### src/design/rcfp_pkg.sv
// ============================================================================
// rcfp_pkg - shared types and constants of the command frame parser
// Item structs, divider status, sequencer states and setting limits.
// ============================================================================
package rcfp_pkg;

    // ASCII codes seen by the frame scanner
    localparam logic [7:0] CH_DOLLAR = 8'h24;  // '$'
    localparam logic [7:0] CH_SEMI   = 8'h3B;  // ';'
    localparam logic [7:0] CH_PLUS   = 8'h2B;
    localparam logic [7:0] CH_MINUS  = 8'h2D;
    localparam logic [7:0] CH_SPACE  = 8'h20;
    localparam logic [7:0] CH_ZERO   = 8'h30;
    localparam logic [7:0] CH_NINE   = 8'h39;
    localparam logic [7:0] CH_TAB    = 8'h09;
    localparam logic [7:0] CH_CR     = 8'h0D;
    localparam logic [7:0] CH_B      = 8'h42;
    localparam logic [7:0] CH_O      = 8'h4F;
    localparam logic [7:0] CH_T      = 8'h54;
    localparam logic [7:0] CH_G      = 8'h47;
    localparam logic [7:0] CH_W      = 8'h57;
    localparam logic [7:0] CH_F      = 8'h46;
    localparam logic [7:0] CH_Q      = 8'h51;
    localparam logic [7:0] CH_M      = 8'h4D;
    localparam logic [7:0] CH_L      = 8'h4C;

    localparam int GNSS_W  = 15;
    localparam int WAVE_W  = 16;
    localparam int FIX_W   = 8;
    localparam int VAL_W   = 7;   // two decimal digits
    localparam int QUO_W   = 5;   // 21600 / 900 = 24 fits

    localparam logic [GNSS_W-1:0] GNSS_MAX_S  = GNSS_W'(6 * 60 * 60);
    localparam logic [GNSS_W-1:0] GNSS_MIN_S  = GNSS_W'(15 * 60);
    localparam logic [GNSS_W-1:0] GNSS_STEP_S = GNSS_W'(15 * 60);
    localparam logic [WAVE_W-1:0] WAVE_STEP_S = WAVE_W'(30 * 60);
    localparam logic [VAL_W-1:0]  GNSS_VMAX   = VAL_W'(6 * 4);
    localparam logic [VAL_W-1:0]  WAVE_VMAX   = VAL_W'(12 * 2);

    localparam logic [GNSS_W-1:0] GNSS_RST    = GNSS_W'(3600);
    localparam logic [WAVE_W-1:0] WAVE_RST    = WAVE_W'(10800);
    localparam logic [WAVE_W-1:0] THERM_RST   = WAVE_W'(3600);
    localparam logic [FIX_W-1:0]  MINFIX_RST  = FIX_W'(1);
    localparam logic [FIX_W-1:0]  MAXFIX_RST  = FIX_W'(35);

    typedef struct packed {
        logic [7:0] rx_byte;
        logic       last_byte;
    } cmd_item_t;

    typedef struct packed {
        logic [GNSS_W-1:0] gnss_interval_s;
        logic [FIX_W-1:0]  min_fixes_per_message;
        logic [WAVE_W-1:0] wave_interval_s;
        logic [WAVE_W-1:0] thermistor_interval_s;
        logic              reboot_request;
    } set_item_t;

    typedef struct packed {
        logic busy;
        logic done;
    } div_stat_t;

    typedef enum logic [3:0] {
        ST_IDLE = 4'b0001,
        ST_PREP = 4'b0010,
        ST_DIV  = 4'b0100,
        ST_FIN  = 4'b1000
    } state_t;

endpackage

### src/design/remote_command_frame_parser.sv
// ============================================================================
// remote_command_frame_parser - downlink command frame parser
// Scans received message bytes for "$LLLvv;" frames and emits settings.
// ============================================================================
// Usage notes:
//  - cmd channel: one message byte per item plus a last-byte mark.
//    Ordinary bytes are taken without a stall; cmd_ready stays high.
//  - On the last byte of a message the settings are clamped. The minimum
//    fix count needs 21600 / gnss interval, done by the restoring divider
//    one quotient bit a cycle. On its way to set_valid a last byte passes
//    prep, 5 divide steps, the done flag, the result state (held until the
//    output register is free) and that register; cmd_ready is low meanwhile.
//  - set channel: one settings item per message, held in an output
//    register. Further bytes of the next message are still taken while it
//    waits; a following last byte parks in the result state until the
//    receiver takes the earlier item.
//  - cfg channel: max_fixes_per_message, always ready; write it only while
//    the block is idle.
//  - Reset: window empty, BOOT prefix armed, settings at their defaults
//    (3600 s, 10800 s, 3600 s, 1 fix), max fixes 35, no item pending.
// ============================================================================
module remote_command_frame_parser (
    input  logic                clk,
    input  logic                rst_n,
    input  logic                cmd_valid,
    output logic                cmd_ready,
    input  rcfp_pkg::cmd_item_t cmd_item,
    output logic                set_valid,
    input  logic                set_ready,
    output rcfp_pkg::set_item_t set_item,
    input  logic                cfg_valid,
    output logic                cfg_ready,
    input  logic [7:0]          cfg_data
);

    localparam int GW = rcfp_pkg::GNSS_W;
    localparam int WW = rcfp_pkg::WAVE_W;
    localparam int FW = rcfp_pkg::FIX_W;
    localparam int VW = rcfp_pkg::VAL_W;
    localparam int QW = rcfp_pkg::QUO_W;

    // ---------------------------------------------------------------------
    // Character helpers
    // ---------------------------------------------------------------------
    function automatic logic is_dig(input logic [7:0] c);
        return (c >= rcfp_pkg::CH_ZERO) && (c <= rcfp_pkg::CH_NINE);
    endfunction

    function automatic logic is_ws(input logic [7:0] c);
        return (c == rcfp_pkg::CH_SPACE) ||
               ((c >= rcfp_pkg::CH_TAB) && (c <= rcfp_pkg::CH_CR));
    endfunction

    function automatic logic [3:0] dig_val(input logic [7:0] c);
        logic [7:0] d;
        d = c - rcfp_pkg::CH_ZERO;
        return d[3:0];
    endfunction

    // ---------------------------------------------------------------------
    // State
    // ---------------------------------------------------------------------
    rcfp_pkg::state_t state_reg, state_next;

    logic [7:0]    win_reg [6];           // bytes 0..5 of the 7-byte window
    logic [2:0]    fill_reg,   fill_next;
    logic [2:0]    prefix_reg, prefix_next;
    logic          boot_ok_reg, boot_ok_next;
    logic          reboot_reg, reboot_next;

    logic [GW-1:0] gnss_reg,  gnss_next;
    logic [WW-1:0] wave_reg,  wave_next;
    logic [WW-1:0] therm_reg, therm_next;
    logic [FW-1:0] minfix_reg, minfix_next;
    logic [FW-1:0] maxfix_reg;

    logic                set_valid_reg, set_valid_next;
    rcfp_pkg::set_item_t set_item_reg,  set_item_next;

    logic                cmd_fire;
    logic [7:0]          bt;

    // frame decode
    logic [7:0]    c0, c1;
    logic          frame_hit;
    logic          val_neg;
    logic [VW-1:0] val;
    logic [GW-1:0] gnss_set;
    logic [WW-1:0] wave_set;

    // clamp path
    logic [GW-1:0] gnss_clamped;
    logic [FW-1:0] minfix_m1, minfix_m2;
    logic          out_free;

    // divider
    logic                div_start;
    logic [QW-1:0]       div_quot;
    rcfp_pkg::div_stat_t div_stat;

    assign cmd_ready = (state_reg == rcfp_pkg::ST_IDLE);
    assign cmd_fire  = cmd_valid && cmd_ready;
    assign bt        = cmd_item.rx_byte;
    assign cfg_ready = 1'b1;
    assign out_free  = !set_valid_reg || set_ready;

    // A frame closes when six bytes are held and the new one completes it
    assign c0        = win_reg[4];
    assign c1        = win_reg[5];
    assign frame_hit = (fill_reg == 3'd6) && (win_reg[0] == rcfp_pkg::CH_DOLLAR) &&
                       (bt == rcfp_pkg::CH_SEMI);

    // two-character atoi
    always_comb
    begin
        val     = '0;
        val_neg = 1'b0;
        if (is_dig(c0))
        begin
            if (is_dig(c1))
                val = VW'(dig_val(c0)) * VW'(10) + VW'(dig_val(c1));
            else
                val = VW'(dig_val(c0));
        end
        else if ((c0 == rcfp_pkg::CH_PLUS) || (c0 == rcfp_pkg::CH_MINUS) || is_ws(c0))
        begin
            if (is_dig(c1))
            begin
                val     = VW'(dig_val(c1));
                val_neg = (c0 == rcfp_pkg::CH_MINUS) && (c1 != rcfp_pkg::CH_ZERO);
            end
        end
    end

    assign gnss_set = GW'(val[4:0]) * rcfp_pkg::GNSS_STEP_S;
    assign wave_set = WW'(val[4:0]) * rcfp_pkg::WAVE_STEP_S;

    // GNSS interval limits and min-fix floor, applied in the prep cycle
    always_comb
    begin
        gnss_clamped = gnss_reg;
        if (gnss_reg > rcfp_pkg::GNSS_MAX_S)
            gnss_clamped = rcfp_pkg::GNSS_MAX_S;
        if (gnss_reg < rcfp_pkg::GNSS_MIN_S)
            gnss_clamped = rcfp_pkg::GNSS_MIN_S;
    end

    // count * interval > 21600 is the same as count > 21600 / interval
    assign minfix_m1 = (minfix_reg > FW'(div_quot)) ? FW'(div_quot) : minfix_reg;
    assign minfix_m2 = (minfix_m1 > maxfix_reg) ?
                       ((maxfix_reg != '0) ? maxfix_reg - 1'b1 : '0) : minfix_m1;

    assign div_start = (state_reg == rcfp_pkg::ST_PREP);

    rcfp_div #(
        .NUM_W (GW),
        .Q_W   (QW)
    ) u_div (
        .clk   (clk),
        .rst_n (rst_n),
        .start (div_start),
        .numer (rcfp_pkg::GNSS_MAX_S),
        .denom (gnss_clamped),
        .quot  (div_quot),
        .stat  (div_stat)
    );

    // ---------------------------------------------------------------------
    // Sequencer and byte processing
    // ---------------------------------------------------------------------
    always_comb
    begin
        state_next     = state_reg;
        fill_next      = fill_reg;
        prefix_next    = prefix_reg;
        boot_ok_next   = boot_ok_reg;
        reboot_next    = reboot_reg;
        gnss_next      = gnss_reg;
        wave_next      = wave_reg;
        therm_next     = therm_reg;
        minfix_next    = minfix_reg;
        set_valid_next = set_valid_reg && !set_ready;
        set_item_next  = set_item_reg;

        case (state_reg)
            rcfp_pkg::ST_IDLE:
            begin
                if (cmd_fire)
                begin
                    // BOOT prefix on the first four bytes
                    if (prefix_reg < 3'd4)
                    begin
                        case (prefix_reg[1:0])
                            2'd0:    if (bt != rcfp_pkg::CH_B) boot_ok_next = 1'b0;
                            2'd1:    if (bt != rcfp_pkg::CH_O) boot_ok_next = 1'b0;
                            2'd2:    if (bt != rcfp_pkg::CH_O) boot_ok_next = 1'b0;
                            default: if (bt != rcfp_pkg::CH_T) boot_ok_next = 1'b0;
                        endcase
                        prefix_next = prefix_reg + 1'b1;
                    end

                    if (fill_reg != 3'd6)
                        fill_next = fill_reg + 1'b1;
                    else if (frame_hit)
                    begin
                        fill_next = '0;
                        if (!val_neg)
                        begin
                            if (win_reg[1] == rcfp_pkg::CH_G && win_reg[2] == rcfp_pkg::CH_F &&
                                win_reg[3] == rcfp_pkg::CH_Q && val <= rcfp_pkg::GNSS_VMAX)
                                gnss_next = gnss_set;
                            if (win_reg[1] == rcfp_pkg::CH_W && win_reg[2] == rcfp_pkg::CH_F &&
                                win_reg[3] == rcfp_pkg::CH_Q && val <= rcfp_pkg::WAVE_VMAX)
                                wave_next = wave_set;
                            if (win_reg[1] == rcfp_pkg::CH_T && win_reg[2] == rcfp_pkg::CH_F &&
                                win_reg[3] == rcfp_pkg::CH_Q && val <= rcfp_pkg::WAVE_VMAX)
                                therm_next = wave_set;
                            if (win_reg[1] == rcfp_pkg::CH_G && win_reg[2] == rcfp_pkg::CH_M &&
                                win_reg[3] == rcfp_pkg::CH_L && FW'(val) <= maxfix_reg)
                                minfix_next = FW'(val);
                        end
                    end
                    // otherwise the window slides and stays at six bytes

                    if (cmd_item.last_byte)
                    begin
                        reboot_next  = boot_ok_next && (prefix_next == 3'd4);
                        fill_next    = '0;
                        prefix_next  = '0;
                        boot_ok_next = 1'b1;
                        state_next   = rcfp_pkg::ST_PREP;
                    end
                end
            end

            rcfp_pkg::ST_PREP:
            begin
                gnss_next = gnss_clamped;
                if (minfix_reg == '0)
                    minfix_next = FW'(1);
                state_next = rcfp_pkg::ST_DIV;
            end

            rcfp_pkg::ST_DIV:
            begin
                if (div_stat.done)
                    state_next = rcfp_pkg::ST_FIN;
            end

            rcfp_pkg::ST_FIN:
            begin
                if (out_free)
                begin
                    minfix_next    = minfix_m2;
                    set_valid_next = 1'b1;
                    set_item_next.gnss_interval_s       = gnss_reg;
                    set_item_next.min_fixes_per_message = minfix_m2;
                    set_item_next.wave_interval_s       = wave_reg;
                    set_item_next.thermistor_interval_s = therm_reg;
                    set_item_next.reboot_request        = reboot_reg;
                    state_next = rcfp_pkg::ST_IDLE;
                end
            end

            default:
                state_next = rcfp_pkg::ST_IDLE;
        endcase
    end

    always_ff @(posedge clk or negedge rst_n)
    begin
        if (!rst_n)
        begin
            state_reg     <= rcfp_pkg::ST_IDLE;
            fill_reg      <= '0;
            prefix_reg    <= '0;
            boot_ok_reg   <= 1'b1;
            reboot_reg    <= 1'b0;
            gnss_reg      <= rcfp_pkg::GNSS_RST;
            wave_reg      <= rcfp_pkg::WAVE_RST;
            therm_reg     <= rcfp_pkg::THERM_RST;
            minfix_reg    <= rcfp_pkg::MINFIX_RST;
            maxfix_reg    <= rcfp_pkg::MAXFIX_RST;
            set_valid_reg <= 1'b0;
        end
        else
        begin
            state_reg     <= state_next;
            fill_reg      <= fill_next;
            prefix_reg    <= prefix_next;
            boot_ok_reg   <= boot_ok_next;
            reboot_reg    <= reboot_next;
            gnss_reg      <= gnss_next;
            wave_reg      <= wave_next;
            therm_reg     <= therm_next;
            minfix_reg    <= minfix_next;
            set_valid_reg <= set_valid_next;
            if (cfg_valid && cfg_ready)
                maxfix_reg <= cfg_data;
        end
    end

    // window storage: append while filling, slide once full unless a frame closes
    always_ff @(posedge clk)
    begin
        set_item_reg <= set_item_next;
        if (cmd_fire)
        begin
            if (fill_reg != 3'd6)
                win_reg[fill_reg] <= bt;
            else if (!frame_hit)
            begin
                for (int i = 0; i < 5; i++)
                    win_reg[i] <= win_reg[i+1];
                win_reg[5] <= bt;
            end
        end
    end

    assign set_valid = set_valid_reg;
    assign set_item  = set_item_reg;

    // ---------------------------------------------------------------------
    // Assertions
    // ---------------------------------------------------------------------
    a_fill_range: assert property (@(posedge clk) disable iff (!rst_n)
        fill_reg <= 3'd6)
        else $error("window fill count past six");

    a_prefix_range: assert property (@(posedge clk) disable iff (!rst_n)
        prefix_reg <= 3'd4)
        else $error("prefix counter past four");

    a_div_busy_state: assert property (@(posedge clk) disable iff (!rst_n)
        div_stat.busy |-> (state_reg == rcfp_pkg::ST_DIV))
        else $error("divider running outside divide state");

    a_div_done_state: assert property (@(posedge clk) disable iff (!rst_n)
        div_stat.done |-> (state_reg == rcfp_pkg::ST_DIV))
        else $error("divider finished outside divide state");

    a_out_from_fin: assert property (@(posedge clk) disable iff (!rst_n)
        $rose(set_valid_reg) |-> $past(state_reg == rcfp_pkg::ST_FIN))
        else $error("settings item raised outside result state");

    a_gnss_limits: assert property (@(posedge clk) disable iff (!rst_n)
        set_valid_reg |-> (set_item_reg.gnss_interval_s >= rcfp_pkg::GNSS_MIN_S) &&
                          (set_item_reg.gnss_interval_s <= rcfp_pkg::GNSS_MAX_S))
        else $error("emitted GNSS interval out of limits");

endmodule

### src/design/rcfp_div.sv
// ============================================================================
// rcfp_div - iterative restoring divider
// One quotient bit per cycle; quotient must fit in Q_W bits.
// ============================================================================
module rcfp_div #(
    parameter int NUM_W = rcfp_pkg::GNSS_W,
    parameter int Q_W   = rcfp_pkg::QUO_W
) (
    input  logic               clk,
    input  logic               rst_n,
    input  logic               start,
    input  logic [NUM_W-1:0]   numer,
    input  logic [NUM_W-1:0]   denom,
    output logic [Q_W-1:0]     quot,
    output rcfp_pkg::div_stat_t stat
);

    localparam int CNT_W = (Q_W > 1) ? $clog2(Q_W) : 1;
    localparam int SH_W  = NUM_W + Q_W - 1;

    logic [NUM_W-1:0] rem_reg,  rem_next;
    logic [NUM_W-1:0] den_reg,  den_next;
    logic [Q_W-1:0]   quot_reg, quot_next;
    logic [CNT_W-1:0] cnt_reg,  cnt_next;
    logic             busy_reg, busy_next;
    logic             done_reg, done_next;
    logic [SH_W-1:0]  den_sh;
    logic             ge;

    assign den_sh = SH_W'(den_reg) << cnt_reg;
    assign ge     = SH_W'(rem_reg) >= den_sh;

    always_comb
    begin
        rem_next  = rem_reg;
        den_next  = den_reg;
        quot_next = quot_reg;
        cnt_next  = cnt_reg;
        busy_next = busy_reg;
        done_next = 1'b0;
        if (start)
        begin
            rem_next  = numer;
            den_next  = denom;
            quot_next = '0;
            cnt_next  = CNT_W'(Q_W - 1);
            busy_next = 1'b1;
        end
        else if (busy_reg)
        begin
            // trial subtract of the divisor at the current weight
            if (ge)
                rem_next = rem_reg - den_sh[NUM_W-1:0];
            quot_next = {quot_reg[Q_W-2:0], ge};
            if (cnt_reg == '0)
            begin
                busy_next = 1'b0;
                done_next = 1'b1;
            end
            else
                cnt_next = cnt_reg - 1'b1;
        end
    end

    always_ff @(posedge clk or negedge rst_n)
    begin
        if (!rst_n)
        begin
            busy_reg <= 1'b0;
            done_reg <= 1'b0;
            cnt_reg  <= '0;
        end
        else
        begin
            busy_reg <= busy_next;
            done_reg <= done_next;
            cnt_reg  <= cnt_next;
        end
    end

    always_ff @(posedge clk)
    begin
        rem_reg  <= rem_next;
        den_reg  <= den_next;
        quot_reg <= quot_next;
    end

    assign quot      = quot_reg;
    assign stat.busy = busy_reg;
    assign stat.done = done_reg;

endmodule
### config.mk
export PLATFORM = sky130hd
export DESIGN_NAME = remote_command_frame_parser
export DESIGN_NICKNAME = d
export VERILOG_FILES = /design/src/design/rcfp_pkg.sv /design/src/design/remote_command_frame_parser.sv /design/src/design/rcfp_div.sv
export SDC_FILE = /design/constraint.sdc
export NUM_CORES = 1
export LEC_CHECK = 0
export BUFFER_PORTS_ARGS = -buffer_cell sky130_fd_sc_hd__buf_2
export CELL_PAD_IN_SITES_DETAIL_PLACEMENT = 0
export CELL_PAD_IN_SITES_GLOBAL_PLACEMENT = 1
export CORE_ASPECT_RATIO = 1.25
export CORE_MARGIN = 2
export CORE_UTILIZATION = 40
export DETAILED_ROUTE_END_ITERATION = 10
export PLACE_DENSITY = 0.81
export SYNTH_ARGS = -nofsm -noshare
export SYNTH_HDL_FRONTEND = slang
export SYNTH_SLANG_ARGS = --single-unit
### constraint.sdc
create_clock -name clk -period 3.9 [get_ports clk]
set_input_delay 0.39 -clock clk [delete_from_list [all_inputs] [get_ports clk]]
set_output_delay 0.39 -clock clk [all_outputs]
set_load 0.03 [all_outputs]
==> run_results.csv <==
group,metric,value,unit
outcome,outcome,"finished, violations left",
outcome,violations,"hold timing",
placed_design,place.detailed.hpwl,18990,µm
cts,cts_buffers,23,
hold_path,hp-class,"in2async",
synth,synth_top_family_by_area,"simple AND/OR/NAND/NOR gates",
sta,fmax,264.4,MHz
setup_path,worstPathMaxFanout,6,
sta,finalClockSkew,0.01801,ns
floorplan,fp.dieArea,28860,µm²
floorplan,initial_core_util,0.4090,
synth,synth_area_per_cell,10.58,µm²
floorplan,dieWidth,152.4,µm
setup_path,critPathKind,"reg2reg",
setup_path,worstRegToRegCells,17,
routing,ant_nets,0,
setup_path,cp-end-kind,"flip-flop",
synth,synth_edf_count,111,
synth,syn-cell-area,11010,µm²
routing,routed_wl,25910,µm
routing,drt_iter0_drc,412,
floorplan,row_count,67,
grt,grt_usage,0.1754,
grt,overflow,0,
floorplan,dieHeight,189.5,µm
synth,netlist_instances,1040,
synth,ys.flop_type,"edfxtp_1",
floorplan,pin_count,81,
sta,worst-slew-pin-transition,0.9690,ns
synth,ys_seq_area_frac,0.5074,
sta,hold_viol,4,
cts,cts-htree-levels,1,
setup_path,required,4.29,ns
synth,synth.ff_latch_count,204,
setup_path,critPathLaunchType,"flip-flop",
sta,max-slew-margin-rel,0.3540,
synth,synthXorXnorAreaFrac,0.02387,
final_layout,num-nets-final,1249,
sta,period_needed,3.782,ns
grt,grt_pass1_wl,41390,µm
grt,antenna_found_initial,0,
placed_design,gp_congestion,0.8938,
synth,synth_fa_ha_area_frac,0.08936,
final_layout,antenna_cells,0,
grt,grt_pass1_vias,7988,
routing,wl_per_cell,17.11,µm
job,maxCapViolCount,0,
synth,synth_compound_area_frac,0.1127,
grt,grt_max_degree,74,
synth,synthDistinctLibCells,81,
synth,synthSimpleGateAreaFrac,0.1689,
power_and_ir_drop,p_total,7.130,mW
routing,drt-pass1-iter-count,5,
cts,cts_sinks,204,
cts,clock_latency,0.52,ns
sta,finalCritPeriodShare,0.9697,
final_layout,area_growth_syn_to_layout,17.69,%
sta,timing.hold.ws,-0.02661,ns
synth,synthMuxAreaShare,0.05355,
routing,drcViolationCount,0,
power_and_ir_drop,p_per_area,550.5,nW/µm²
power_and_ir_drop,p_leak,5.573,nW
cts,clkTransAtPathRegs,0.06,ns
setup_path,cp_data_arrival_time,4.18,ns
routing,num_vias,8025,
cts,cts-root-buf,"clkbuf_16",
final_layout,drive_gt1_frac,0.2044,
cts,cts_buffer_depth,3,
sta,slew_viol_final,0,
final_layout,n_fill_cell,2439,
synth,ys_warn_count,0,
power_and_ir_drop,ir_worst_vdd,0.2512,mV
setup_path,reg2reg_setup_slack,0.12,ns
cts,cts_tree,"done",
routing,vias_per_cell,5.301,
placed_design,port_buffers,73,
sta,final-setup-viol-count,0,
sta,rsz0062_at_grt,"yes",
floorplan,coreArea,26910,µm²
synth,async_reset_ff_frac,0.3578,
## timing repair
action	4_1_cts	5_1_grt
setup endpoints to repair	6	20
pin swaps	1	18
resized for setup	5	25
hold buffers	0	0
setup buffers	2	14
## metal layers
layer	GRT usage	part of all wire	up-vias
li1	-	-	3921
met1	0.2163	0.41	3912
met2	0.3245	0.53	152
met3	0.02266	0.035	40
met4	0.04385	0.020	0
met5	0	0	-
## worst max-delay path: stages, from the launching register on
cell and delay (ns):
edfxtp_1 0.48, buf_4 0.17, inv_2 0.04, fa_2 0.50, o21ai_0 0.08, nand2_1 0.07, o31a_1 0.25, inv_2 0.10
buf_4 0.14, ha_1 0.28, ha_1 0.29, ha_2 0.21, fa_2 0.37, a21oi_2 0.15, nor2_1 0.05, nor2_1 0.11
xor2_1 0.26, o21ai_1 0.12
## final timing paths
kind,end,start
setup / recovery,wave_reg[14],win_reg[4][1]
hold / removal,fill_reg[1],rst_n
setup reg to reg,wave_reg[14],win_reg[4][1]
hold reg to reg,set_item[25],wave_reg[8]
max in group asynchronous,therm_reg[5],rst_n
min in group clk,maxfix_reg[4],cfg_data[4]
## area by class of cell
class,count,area (µm²),area share
sequential,204,5584,0.4311
clock buffer,34,666.9,0.05149
clock inverter,8,113.9,0.008791
multi-input combinational,740,5169,0.3991
timing repair buffer,125,765.7,0.05912
inverter,58,221.5,0.01710
tap,345,431.7,0.03333
## cell usage in the layout, fill, tap and decap left out, types with 14 or more instances in the layout
cell type | Yosys | final
a21oi_1 | 44 | 41
and3_1 | 14 | 14
buf_2 | 7 | 72
buf_4 | 9 | 51
clkbuf_16 | 0 | 23
dfrtp_1 | 54 | 54
dfstp_2 | 19 | 19
dfxtp_1 | 20 | 20
edfxtp_1 | 111 | 111
ha_1 | 69 | 59
inv_1 | 56 | 50
mux2i_1 | 39 | 38
nand2_1 | 168 | 167
nand3_1 | 21 | 20
nor2_1 | 65 | 63
nor3_1 | 19 | 18
o21ai_0 | 37 | 37
o21ai_1 | 33 | 33
xnor2_1 | 21 | 20
## synthesized netlist by cell type (23+ instances only)
library cell,number,share of area
o21ai_0,37,0.017
clkbuf_1,23,0.0078
dfrtp_1,54,0.12
mux2i_1,39,0.035
edfxtp_1,111,0.30
nor2_1,65,0.022
a21oi_1,44,0.020
o21ai_1,33,0.015
nand2_1,168,0.057
ha_1,69,0.078
inv_1,56,0.019
## cells by family after synthesis
group	Yosys count
xor+xnor	30
mux	53
fa+ha+maj	75
simple gates	376
other cells	2
flops	204
compound gates	196
buf+inv	104
## power by group
part	leakage (nW)	switching, mW	total, mW	internal [mW]
Clock	0.379	0.887	2.21	1.33
Combinational	3.04	1.24	2.25	1.01
Sequential	2.15	0.199	2.67	2.47
## per-stage QoR
step	setup TNS [ns]	worst slack, ns	utilization	cells	instance area (µm²)
floorplan	0	0.04091	-	1048	11070
finish	0	0.1182	0.4813	1514	12950
detailed placement	-0.05116	-0.02418	0.4418	1456	11890
global route	-0.2357	-0.04660	0.4813	1514	12950
CTS	0	0.002135	0.4723	1500	12710
global placement	0	0.01447	0.4418	1456	11890
Note: power is estimated with default switching activity, not from simulation.
